**src/rtl/core/ser_divider.sv**
```systemverilog
// ser_divider: restoring divider, 128-bit dividend by 64-bit divisor,
// one quotient bit per cycle, low 64 quotient bits. Depends on nothing.
`default_nettype none
module ser_divider (
  input  wire logic         clk,
  input  wire logic         rst_n,
  input  wire logic         start,
  input  wire logic [127:0] num,
  input  wire logic [63:0]  den,
  output logic              done,
  output logic [63:0]       quot
);
  logic [127:0] n_r, n_nxt;
  logic [64:0]  rem_r, rem_nxt;
  logic [63:0]  den_r;
  logic [63:0]  q_r, q_nxt;
  logic [7:0]   cnt_r;
  logic         busy_r;
  logic [64:0]  sh;

  always_comb begin
    sh = {rem_r[63:0], n_r[127]};
    n_nxt = {n_r[126:0], 1'b0};
    if (sh >= {1'b0, den_r}) begin
      rem_nxt = sh - {1'b0, den_r};
      q_nxt = {q_r[62:0], 1'b1};
    end else begin
      rem_nxt = sh;
      q_nxt = {q_r[62:0], 1'b0};
    end
  end

  always_ff @(posedge clk) begin
    if (!rst_n) begin
      busy_r <= 1'b0;
      done <= 1'b0;
      cnt_r <= '0;
    end else begin
      done <= 1'b0;
      if (start) begin
        busy_r <= 1'b1;
        cnt_r <= 8'd0;
      end else if (busy_r) begin
        cnt_r <= cnt_r + 8'd1;
        if (cnt_r == 8'd127) begin
          busy_r <= 1'b0;
          done <= 1'b1;
        end
      end
    end
  end

  always_ff @(posedge clk) begin
    if (start) begin
      n_r <= num;
      den_r <= den;
      rem_r <= '0;
      q_r <= '0;
    end else if (busy_r) begin
      n_r <= n_nxt;
      rem_r <= rem_nxt;
      q_r <= q_nxt;
    end
  end
  assign quot = q_r;
endmodule
`default_nettype wire

```
**config.mk**
```make
export PLATFORM = sky130hd
export DESIGN_NAME = ser_divider
export DESIGN_NICKNAME = d
export VERILOG_FILES = /design/src/rtl/core/ser_divider.sv
export SDC_FILE = /design/constraint.sdc
export NUM_CORES = 1
export LEC_CHECK = 0
export BUFFER_PORTS_ARGS = -buffer_cell sky130_fd_sc_hd__buf_2
export CAP_MARGIN = 20
export CORE_MARGIN = 3
export CORE_UTILIZATION = 58
export CTS_CLUSTER_DIAMETER = 60
export DETAILED_ROUTE_END_ITERATION = 12
export GPL_ROUTABILITY_DRIVEN = 0
export PLACE_DENSITY = 0.81
export SLEW_MARGIN = 25
export SYNTH_ARGS = -nofsm -noshare
export SYNTH_HDL_FRONTEND = slang
export SYNTH_SLANG_ARGS = --single-unit
```
**constraint.sdc**
```tcl
create_clock -name clk -period 5 [get_ports clk]
set_input_delay 0 -clock clk [delete_from_list [all_inputs] [get_ports clk]]
set_output_delay 0 -clock clk [all_outputs]
set_load 0.03 [all_outputs]
```
After elaboration in Yosys (flattened, before gate mapping)
Index checks and enable logic that the tools add are counted.
Widths: inputs -> output; s select.
{ "word_totals": {"register_bits": 330, "out_inout_bits": 65} }
{ "op_classes": {"addsub": 2, "magnitude_cmp": 1, "n_eq_ne": 1, "n_mux": 8, "n_bitwise": 2, "reduce_logical": 3} }
{ "ops": {"columns": ["operator", "n"], "rows": [
  ["$mux 128", 2],
  ["$ge 65x64->1", 1],
  ["$mux 64", 1],
  ["$sub 64x64->64", 1],
  ["$add 8x1->8 const B", 1],
  ["$eq 8x7->1 const B", 1],
  ["$mux 1", 5],
  ["$reduce_or 3->1", 1],
  ["$not 1->1", 2],
  ["$reduce_bool 2->1", 1],
  ["$reduce_or 2->1", 1]
]} }

Depth between registers and ports, before layout
Gate-level depths: netlist of run 1.
{ "depth": {"ltp_word": 4, "depth_mapped": 16, "mapped_depth_nobuf": 13} }

Worst setup path before layout of run 1
Ideal clock, no wire load.
{ "synth_timing": {"path_kind": "flip-flop to flip-flop", "start": "reg busy_r", "end": "reg n_r[0], enable pin", "setup_time_ns": 0.480, "arrival_time_ns": 3.285, "required_time_ns": 4.520, "setup_slack_ns": 1.235, "stages_incl_launch_ff": 5, "n_path_buf": 2, "synth_period_minus_slack_ns": 3.765, "cell_sequence": "dfxtp_1 clkbuf_1 nor2_1 clkbuf_1 inv_1"} }
{ "synth_between": {"elab_chain_len": 1} }
{ "synth_rtl": {"columns": ["element", "line_no", "source"], "rows": [
  ["start, declared", "18", "logic busy_r;"],
  ["start signal, assigned", "35", "busy_r <= 1'b0;"],
  ["start signal, assigned", "41", "busy_r <= 1'b1;"],
  ["start signal, assigned", "46", "busy_r <= 1'b0;"],
  ["$reduce_bool 2->1 (no source line)", null, null],
  ["end signal, assigned", "55", "n_r <= num;"],
  ["end signal, assigned", "60", "n_r <= n_nxt;"],
  ["end, declared", "13", "logic [127:0] n_r, n_nxt;"]
]} }
No other way between the ends.
A chain may end at the register's enable or synchronous reset.

Worst setup path in the final report of run 1
{ "layout_timing": {"start": "reg den_r[3]", "end": "reg rem_r[47]"} }
{ "layout_between": {"elab_chain_len": 2} }
{ "layout_rtl": {"columns": ["element", "line_no", "source"], "rows": [
  ["start, declared", "15", "logic [63:0] den_r;"],
  ["start signal, assigned", "56", "den_r <= den;"],
  ["$sub 64x64->64 or $ge 65x64->1 (tied branches)", "25, 24", null],
  ["$mux 64 (*)", "24", "if (sh >= {1'b0, den_r}) begin"],
  ["end signal, assigned", "61", "rem_r <= rem_nxt;"],
  ["end, declared", "14", "logic [64:0] rem_r, rem_nxt;"]
]} }
Mark *: on every way between the ends. The rest lies on a longest branch, timed or not.

==> impl_metrics.json, run 1 <==
{
  "status": "complete, no violations",
  "end_kind": "flop",
  "avgSynthCellArea_um2": 10.8,
  "synth_edf_count": 192,
  "yosysTopAreaCell": "edfxtp_1",
  "arrival_ns": 4.24,
  "drive_above_1_share": 0.236,
  "h-tree-depth": 2,
  "std_cell_rows": 62,
  "final_common_cell": "buf_2",
  "drc": 0,
  "fin_area_um2": 21600,
  "rr_startpoint": "den_r[3]",
  "syn_to_final_growth_pct": 24.1,
  "cts_tree": "built",
  "io_pins": 260,
  "die_h_um": 179,
  "cts.sink_count": 330,
  "path_clk_slew_ns": 0.07,
  "crit_type": "flop to flop",
  "r2r_slack_ns": 1.19,
  "skew_ns": 0.0300,
  "detail-route-antenna-nets": 0,
  "min_path_type": "input port to flop",
  "grt_setup_unrepaired": "no",
  "cts_setup_buffers": 0,
  "grt_start_max_net_pins": 188,
  "async_flop_share": 0,
  "synth.cell_area_um2": 17400,
  "setup-violations-final": 0,
  "fin_crit_sh": 0.762,
  "postPlaceCellArea_um2": 18400,
  "syn_nets": 1879,
  "grtUsageTotal": 0.283,
  "grt_first_pass_wirelength_um": 71800,
  "grt_pass1_vias": 13700,
  "wl_per_cell_um": 19.5,
  "clockRootBuffer": "clkbuf_16",
  "cp_max_fo": 35,
  "synth_ff_type": "edfxtp_1",
  "start_kind": "flop",
  "relSlewSlack": 0.378,
  "start_util": 0.597,
  "cts_buffers": 37,
  "fin_ws_ns": 1.19,
  "via_per_inst": 5.75,
  "final_nets": 2227,
  "max-vdd-ir-drop_uv": 250,
  "rr_endpoint": "rem_r[47]",
  "portBuffers": 259,
  "crit_path_end": "rem_r[47]",
  "ys_ff_latch": 330,
  "fmax_mhz": 263,
  "worstSetupStartpoint": "den_r[3]",
  "clk-insertion-delay-late_ns": 0.54,
  "n_fill_cell": 1919,
  "dr.pass1.iters": 5,
  "hold_ws_ns": 0.0228,
  "vias": 13700,
  "drt-total-wl_um": 46400,
  "worstRegToRegCells": 13,
  "synthCells": 1618,
  "final_cell_mix": "buf_2 (258), dlygate4sd3_1 (193), edfxtp_1 (192)",
  "max-cap-violations": 0,
  "overflow": 0,
  "synthDistinctLibCells": 71,
  "p_per_area_nw_per_um2": 344,
  "required_ns": 5.43,
  "dp.cells": 2118,
  "synthTopCellsByArea": "edfxtp_1 (33%), dfxtp_1 (16%), mux2_2 (8.4%), mux2i_1 (6.3%), ha_1 (4.7%)",
  "slew_violations": 0,
  "hpwl_um": 28000,
  "cts_resized": 0,
  "fin_cells": 2382,
  "tns_ns": 0,
  "cts.path.max_buffers": 3,
  "core_area_um2": 29200,
  "p_leak_nw": 9.02,
  "tightest_slew_ns": 0.932,
  "antenna_found_initial": 2,
  "synth_top_area_share": 0.331,
  "hold_viol": 0,
  "ys_warn_count": 0,
  "die_w_um": 179,
  "pre_cts_slack_ns": 1.22,
  "min_period_ns": 3.81,
  "yosysSeqAreaShare": 0.490,
  "die_area_um2": 32100,
  "drt_iter0_drc": 1362
}
==> registers in the layout, summed over array words and instances, names as in the netlist <==
signal and cells:
busy_r 1, den_r 64, quot 64, done 1, n_r 128, rem_r 64, cnt_r 8
==> stage by stage <==
stage	util	total power [W]
finish	0.741	0.00743
global route	0.740	0.00771
CTS	0.740	0.00738
detailed placement	0.632	0.00451
global placement	0.632	0.00447
floorplan	-	0.00419
==> worst min path at each step <==
| stage | start | to | slack [ns] | cells past startpoint |
|---|---|---|---|---|
| 3_3_place_gp | den[17] | den_r[17] | 0.18 | 1 |
| 4_1_cts | start | n_r[0] | 0.01 | 2 |
| 6_report | start | n_r[0] | 0.02 | 2 |
| 2_1_floorplan | den[0] | den_r[0] | 0.1 | 0 |
| 5_1_grt | start | n_r[0] | 0.04 | 2 |
| 3_5_place_dp | den[4] | den_r[4] | 0.18 | 1 |
==> per-layer routing <==
metal  vias to the layer above  track usage  wire, um
li1                       6505            -         -
met1                      6443        0.353     18300
met2                       620        0.481     22700
met3                       130       0.0568      3330
met4                         2        0.115      1970
met5                         -            0         7
==> kinds of logic (layout without fill, tap and decap cells) <==
family	Yosys count	in the layout	share of synthesized area
xor gates and xnor gates	59	59	0.0297
and+or+nand+nor	370	370	0.0952
DFF	330	330	0.490
AOI/OAI and AO/OA	320	320	0.123
other	0	3	0
adders and majority gates	66	66	0.0479
buffers and inverters	234	611	0.0672
muxes	239	239	0.147
==> cells in the mapped netlist (all sizes together) (5+ instances only) <==
master	instances
a211oi	54
a21o	33
a21oi	93
a221oi	6
a31oi	8
a32oi	6
and2	7
and3	5
buf	90
clkbuf	62
dfxtp	138
edfxtp	192
ha	65
inv	82
mux2	130
mux2i	109
nand2	87
nand2b	9
nand3	16
nand4	29
nor2	166
nor2b	14
nor3	16
o211ai	7
o21a	8
o21ai	49
o21bai	22
o31ai	5
or3	6
xnor2	36
xor2	23
==> worst max-delay path, cell delays in order (launching register included) <==
cell	delay [ns]
edfxtp_1	0.32
inv_1	0.04
ha_1	0.36
nand3_1	0.12
o21bai_1	0.22
a211oi_2	0.30
o2111ai_1	0.23
a21oi_2	0.25
o2111ai_2	0.17
a21oi_4	0.31
or2_2	0.61
buf_12	0.34
nand2_1	0.19
o21ai_0	0.23
==> report_power, final <==
group          total [W]  leakage [nW]  internal (W)  switching [W]
sequential       0.00323          3.04       0.00311       0.000116
clock            0.00278         0.605       0.00161        0.00117
combinational    0.00143          5.38      0.000651       0.000777
==> what timing repair did <==
item	CTS	global route
hold endpoints to repair	202	0
hold buffers	193	0
endpoints found under the setup margin	0	0
==> area by class of cell <==
| class | instances | area (um2) | area share |
|---|---|---|---|
| flip-flops and latches | 330 | 8530 | 0.395 |
| multi-input cells | 1054 | 7710 | 0.357 |
| repair buffers | 461 | 3330 | 0.154 |
| inverters | 82 | 310 | 0.0144 |
| diodes | 3 | 7.51 | 0.000348 |
| well taps | 384 | 480 | 0.0222 |
| clock buffers | 54 | 1060 | 0.0492 |
| clock inverters | 14 | 169 | 0.00782 |
Power figures use the tool's default switching activity.
==> run 2, diff against run 1 <==
Settings changed: CORE_UTILIZATION 58 to 52, PLACE_DENSITY 0.81 to 0.77.
Clock period 5 ns to 3.26 ns, I/O delays scaled along.
==> run 2 against run 1 <==
Against the previous run:
- setup slack worse by 1.1 ns
- largest cell class unchanged
- hold slack better by 0.14 ns
- final area increased by 5.4%
- die area increased by 11%
- clock power rose by 63%
- largest power group unchanged
- highest routed layer unchanged
- register-to-register slack lost 1.1 ns
==> impl_metrics.json, run 2 (synthesis results as in run 1) <==
{
  "final_cell_mix": "buf_2 (258), dlygate4sd3_1 (195), edfxtp_1 (192)",
  "cts.sink_count": 330,
  "wl_per_cell_um": 18.8,
  "postPlaceCellArea_um2": 19000,
  "fin_crit_sh": 0.983,
  "hpwl_um": 28500,
  "end_kind": "flop",
  "largest-register": "n_r",
  "vias": 14000,
  "slew_violations": 0,
  "fin_ws_ns": 0.0562,
  "tightest_slew_ns": 0.821,
  "drive_above_1_share": 0.283,
  "final_util": 0.694,
  "cts_buffers": 39,
  "grt_setup_unrepaired": "yes",
  "arrival_ns": 3.60,
  "fmax_mhz": 312,
  "worstSetupStartpoint": "den_r[2]",
  "relSlewSlack": 0.453,
  "status": "complete, no violations",
  "syn_to_final_growth_pct": 30.8,
  "largest_reg_flops": 128,
  "final_nets": 2299,
  "p_leak_nw": 9.49,
  "std_cell_rows": 66,
  "h-tree-depth": 2,
  "max-vdd-ir-drop_uv": 434,
  "cts_tree": "built",
  "io_pins": 260,
  "grtUsageTotal": 0.251,
  "die_area_um2": 35700,
  "path_clk_slew_ns": 0.06,
  "skew_ns": 0.0172,
  "grt_pass1_vias": 14000,
  "required_ns": 3.65,
  "min_period_ns": 3.20,
  "final_common_cell": "buf_2",
  "setup-violations-final": 0,
  "min_path_type": "input port to flop",
  "die_h_um": 189,
  "drt-total-wl_um": 47300,
  "hold_viol": 0,
  "grt_start_max_net_pins": 161,
  "via_per_inst": 5.56,
  "clk-insertion-delay-late_ns": 0.54,
  "fin_area_um2": 22800,
  "die_w_um": 189,
  "clockRootBuffer": "clkbuf_16",
  "p_per_area_nw_per_um2": 527,
  "tns_ns": 0,
  "start_kind": "flop",
  "start_util": 0.531,
  "overflow": 0,
  "core_area_um2": 32800,
  "cts.path.max_buffers": 3,
  "detail-route-antenna-nets": 0,
  "drt_iter0_drc": 1133,
  "antenna_found_initial": 3,
  "rr_startpoint": "den_r[2]",
  "holdCritStartpoint": "den[19]",
  "grt_first_pass_wirelength_um": 73300,
  "portBuffers": 259,
  "dr.pass1.iters": 5,
  "max-cap-violations": 0,
  "power.total_w": 0.0120,
  "crit_type": "flop to flop",
  "drc": 0,
  "pre_cts_slack_ns": -0.0290,
  "cp_max_fo": 6
}
run 2: worst paths after layout:
check,endpoint,slack (ns),depth (start not counted)
min reg2reg,rem_r[63],0.48,2
max reg2reg,rem_r[3],0.06,14
max,rem_r[3],0.06,14
min,den_r[19],0.16,2
run 2: cell type report:
| type | instances | area [um2] |
|---|---|---|
| Sequential cell | 330 | 8530 |
| Multi-Input combinational cell | 1055 | 8000 |
| Timing Repair Buffer | 530 | 4020 |
| Tap cell | 442 | 553 |
| Fill cell | 2285 | 10000 |
| Antenna cell | 2 | 5.00 |
| Clock inverter | 21 | 278 |
| Clock buffer | 51 | 1070 |
| Inverter | 82 | 312 |
run 2: power breakdown:
part / switching (W) / total [W] / leakage (nW) / internal (W)
Sequential: 0.000160 / 0.00493 / 3.04 / 0.00477
Combinational: 0.00131 / 0.00253 / 5.78 / 0.00122
Clock: 0.00185 / 0.00454 / 0.665 / 0.00269
Total: 0.00332 / 0.0120 / 9.49 / 0.00868
run 2: what timing repair did:
action                                 CTS  global route
pin swaps                                2            17
resized for setup                        3            57
hold buffers                           195             0
endpoints found under the hold margin  246             0
setup buffers                            1             3
gates cloned                             0             7
setup endpoints to repair               17            64
run 2: worst max-delay path, cell delays in order, from the launching register on:
cell and delay (ns):
edfxtp_1 0.38, inv_2 0.07, ha_4 0.29, nand3_2 0.09
o21bai_4 0.18, buf_4 0.14, a211oi_4 0.24, o2111ai_2 0.22
a21oi_2 0.28, o2111ai_4 0.15, a21oi_4 0.24, or2_4 0.28
buf_12 0.18, mux2i_4 0.23, a211oi_2 0.09
run 2: layer usage:
metal / global-route usage / vias up / part of all wire
li1: - / 6657 / -
met1: 0.325 / 6634 / 0.42
met2: 0.428 / 551 / 0.49
met3: 0.0470 / 118 / 0.068
met4: 0.0796 / 2 / 0.030
met5: 0 / - / 0.00015
run 2: per-stage QoR:
step | hold slack (ns) | std cells
6_report | 0.163 | 2513
5_1_grt | 0.160 | 2513
4_1_cts | 0.146 | 2501
3_5_place_dp | 0.178 | 2233
3_3_place_gp | 0.178 | 2233
2_1_floorplan | 0.0989 | 1618
==> run 3, diff against run 2 <==
Settings changed: PLACE_DENSITY 0.77 to 0.79.
==> run 3 against run 2 <==
Against the previous run:
- power down 0.42%
- hold slack better by 0.0018 ns
- first-iteration DRC count up 26%
- flip-flop and latch count unchanged
- register-to-register slack better by 0.02 ns
- final area down 0.21%
- clock-buffer cell count up 6
- largest power group unchanged
==> impl_metrics.json, run 3 (synthesis results as in run 1) <==
{
  "grt_pass1_vias": 14300,
  "fin_crit_sh": 0.976,
  "drt_iter0_drc": 1431,
  "hold_viol": 0,
  "detail-route-antenna-nets": 0,
  "dr.pass1.iters": 8,
  "std_cell_rows": 66,
  "start_util": 0.531,
  "status": "complete, no violations",
  "drc": 0,
  "die_area_um2": 35700,
  "min_period_ns": 3.18,
  "fmax_mhz": 314,
  "p_sw_frac": 0.284,
  "vias": 14200,
  "skew_ns": 0.0321,
  "p_switching_w": 0.00340,
  "largest-register": "n_r",
  "final_nets": 2297,
  "grtUsageTotal": 0.261,
  "drive_above_1_share": 0.284,
  "hpwl_um": 28700,
  "seqPwrFrac": 0.413,
  "path_clk_slew_ns": 0.07,
  "final_common_cell": "buf_2",
  "relSlewSlack": 0.443,
  "dp.cells": 2234,
  "portBuffers": 259,
  "die_w_um": 189,
  "core_area_um2": 32800,
  "largest_reg_flops": 128,
  "clockRootBuffer": "clkbuf_16",
  "final_cell_mix": "buf_2 (258), dlygate4sd3_1 (194), edfxtp_1 (192)",
  "slew_violations": 0,
  "final_util": 0.693,
  "max-vdd-ir-drop_uv": 532,
  "n_fill_cell": 2251,
  "overflow": 0,
  "pwr-share-clk": 0.372,
  "start_kind": "flop",
  "end_kind": "flop",
  "drt-total-wl_um": 49500,
  "grt_start_max_net_pins": 131,
  "p_leak_nw": 9.46,
  "setup-violations-final": 0,
  "fin_cells": 2514,
  "io_pins": 260,
  "wl_per_cell_um": 19.7,
  "h-tree-depth": 2,
  "cts.sink_count": 330,
  "tightest_slew_ns": 0.833,
  "power.total_w": 0.0119,
  "max-cap-violations": 0,
  "required_ns": 3.65,
  "arrival_ns": 3.57,
  "clk-insertion-delay-late_ns": 0.55,
  "cts_tree": "built",
  "cp_max_fo": 7,
  "syn_to_final_growth_pct": 30.5,
  "p_per_area_nw_per_um2": 526,
  "crit_type": "flop to flop",
  "combPwrFrac": 0.214,
  "cell_internal_pwr_w": 0.00855,
  "via_per_inst": 5.65,
  "cts_buffers": 38,
  "die_h_um": 189,
  "min_path_type": "input port to flop",
  "cts.path.max_buffers": 3,
  "antenna_found_initial": 7,
  "grt_first_pass_wirelength_um": 75600
}
## run 3: per-layer routing
layer  up-vias  share of wire  global-route usage
met5         -        0.00026                   0
met4         2          0.038               0.101
met3       138          0.075              0.0535
met2       690           0.49               0.437
met1      6719           0.40               0.335
li1       6651              -                   -
## run 3: repair_timing
action / 4_1_cts / 5_1_grt
setup buffers: 0 / 4
cloned: 0 / 6
hold buffers: 194 / 0
setup endpoints to repair: 41 / 63
endpoints found under the hold margin: 246 / 0
pin swaps: 1 / 18
resized for setup: 5 / 63
## run 3: final timing paths
kind | start | slack [ns] | to | cells past startpoint
max | den_r[11] | 0.08 | rem_r[5] | 13
min | den[38] | 0.16 | den_r[38] | 2
max reg2reg | den_r[11] | 0.08 | rem_r[5] | 13
min reg2reg | cnt_r[7] | 0.49 | cnt_r[7] | 2
## run 3: final cells by class
cell class | instances | area (um2) | area share
tap | 442 | 553 | 0.0243
timing repair buffer | 529 | 3990 | 0.176
clock inverter | 13 | 163 | 0.00716
inverter | 82 | 312 | 0.0137
antenna | 6 | 15.0 | 0.000661
clock buffer | 57 | 1140 | 0.0504
multi-input combinational | 1055 | 8010 | 0.353
sequential | 330 | 8530 | 0.376
## run 3: per-stage QoR
| stage | hold slack, ns | area (um2) | setup WS (ns) | TNS [ns] |
|---|---|---|---|---|
| after floorplan | 0.0989 | 17400 | 0.160 | 0 |
| after global placement | 0.177 | 19000 | 0.00459 | 0 |
| after detailed placement | 0.178 | 19000 | -0.107 | -0.958 |
| after CTS | 0.141 | 22300 | 0.00369 | 0 |
| after global routing | 0.161 | 22700 | -0.0498 | -0.382 |
| final | 0.165 | 22700 | 0.0788 | 0 |
## run 3: worst max-delay path: stages, from the launching register on
cell       delay (ns)
edfxtp_1         0.32
inv_1            0.05
ha_1             0.39
nand4_1          0.23
a211oi_4         0.32
o2111ai_1        0.14
buf_4            0.18
a21oi_4          0.17
o2111ai_4        0.17
a21oi_4          0.20
or2_4            0.31
buf_12           0.17
mux2i_2          0.25
a211oi_2         0.11
## run 3: power by group through the flow
stage	clock network, W	registers [W]	logic, W
final	0.00445	0.00494	0.00256
after global routing	0.00466	0.00497	0.00275
after CTS	0.00447	0.00491	0.00228
after detailed placement	0	0.00498	0.00207
after global placement	0	0.00497	0.00201
after floorplan	0	0.00494	0.00149
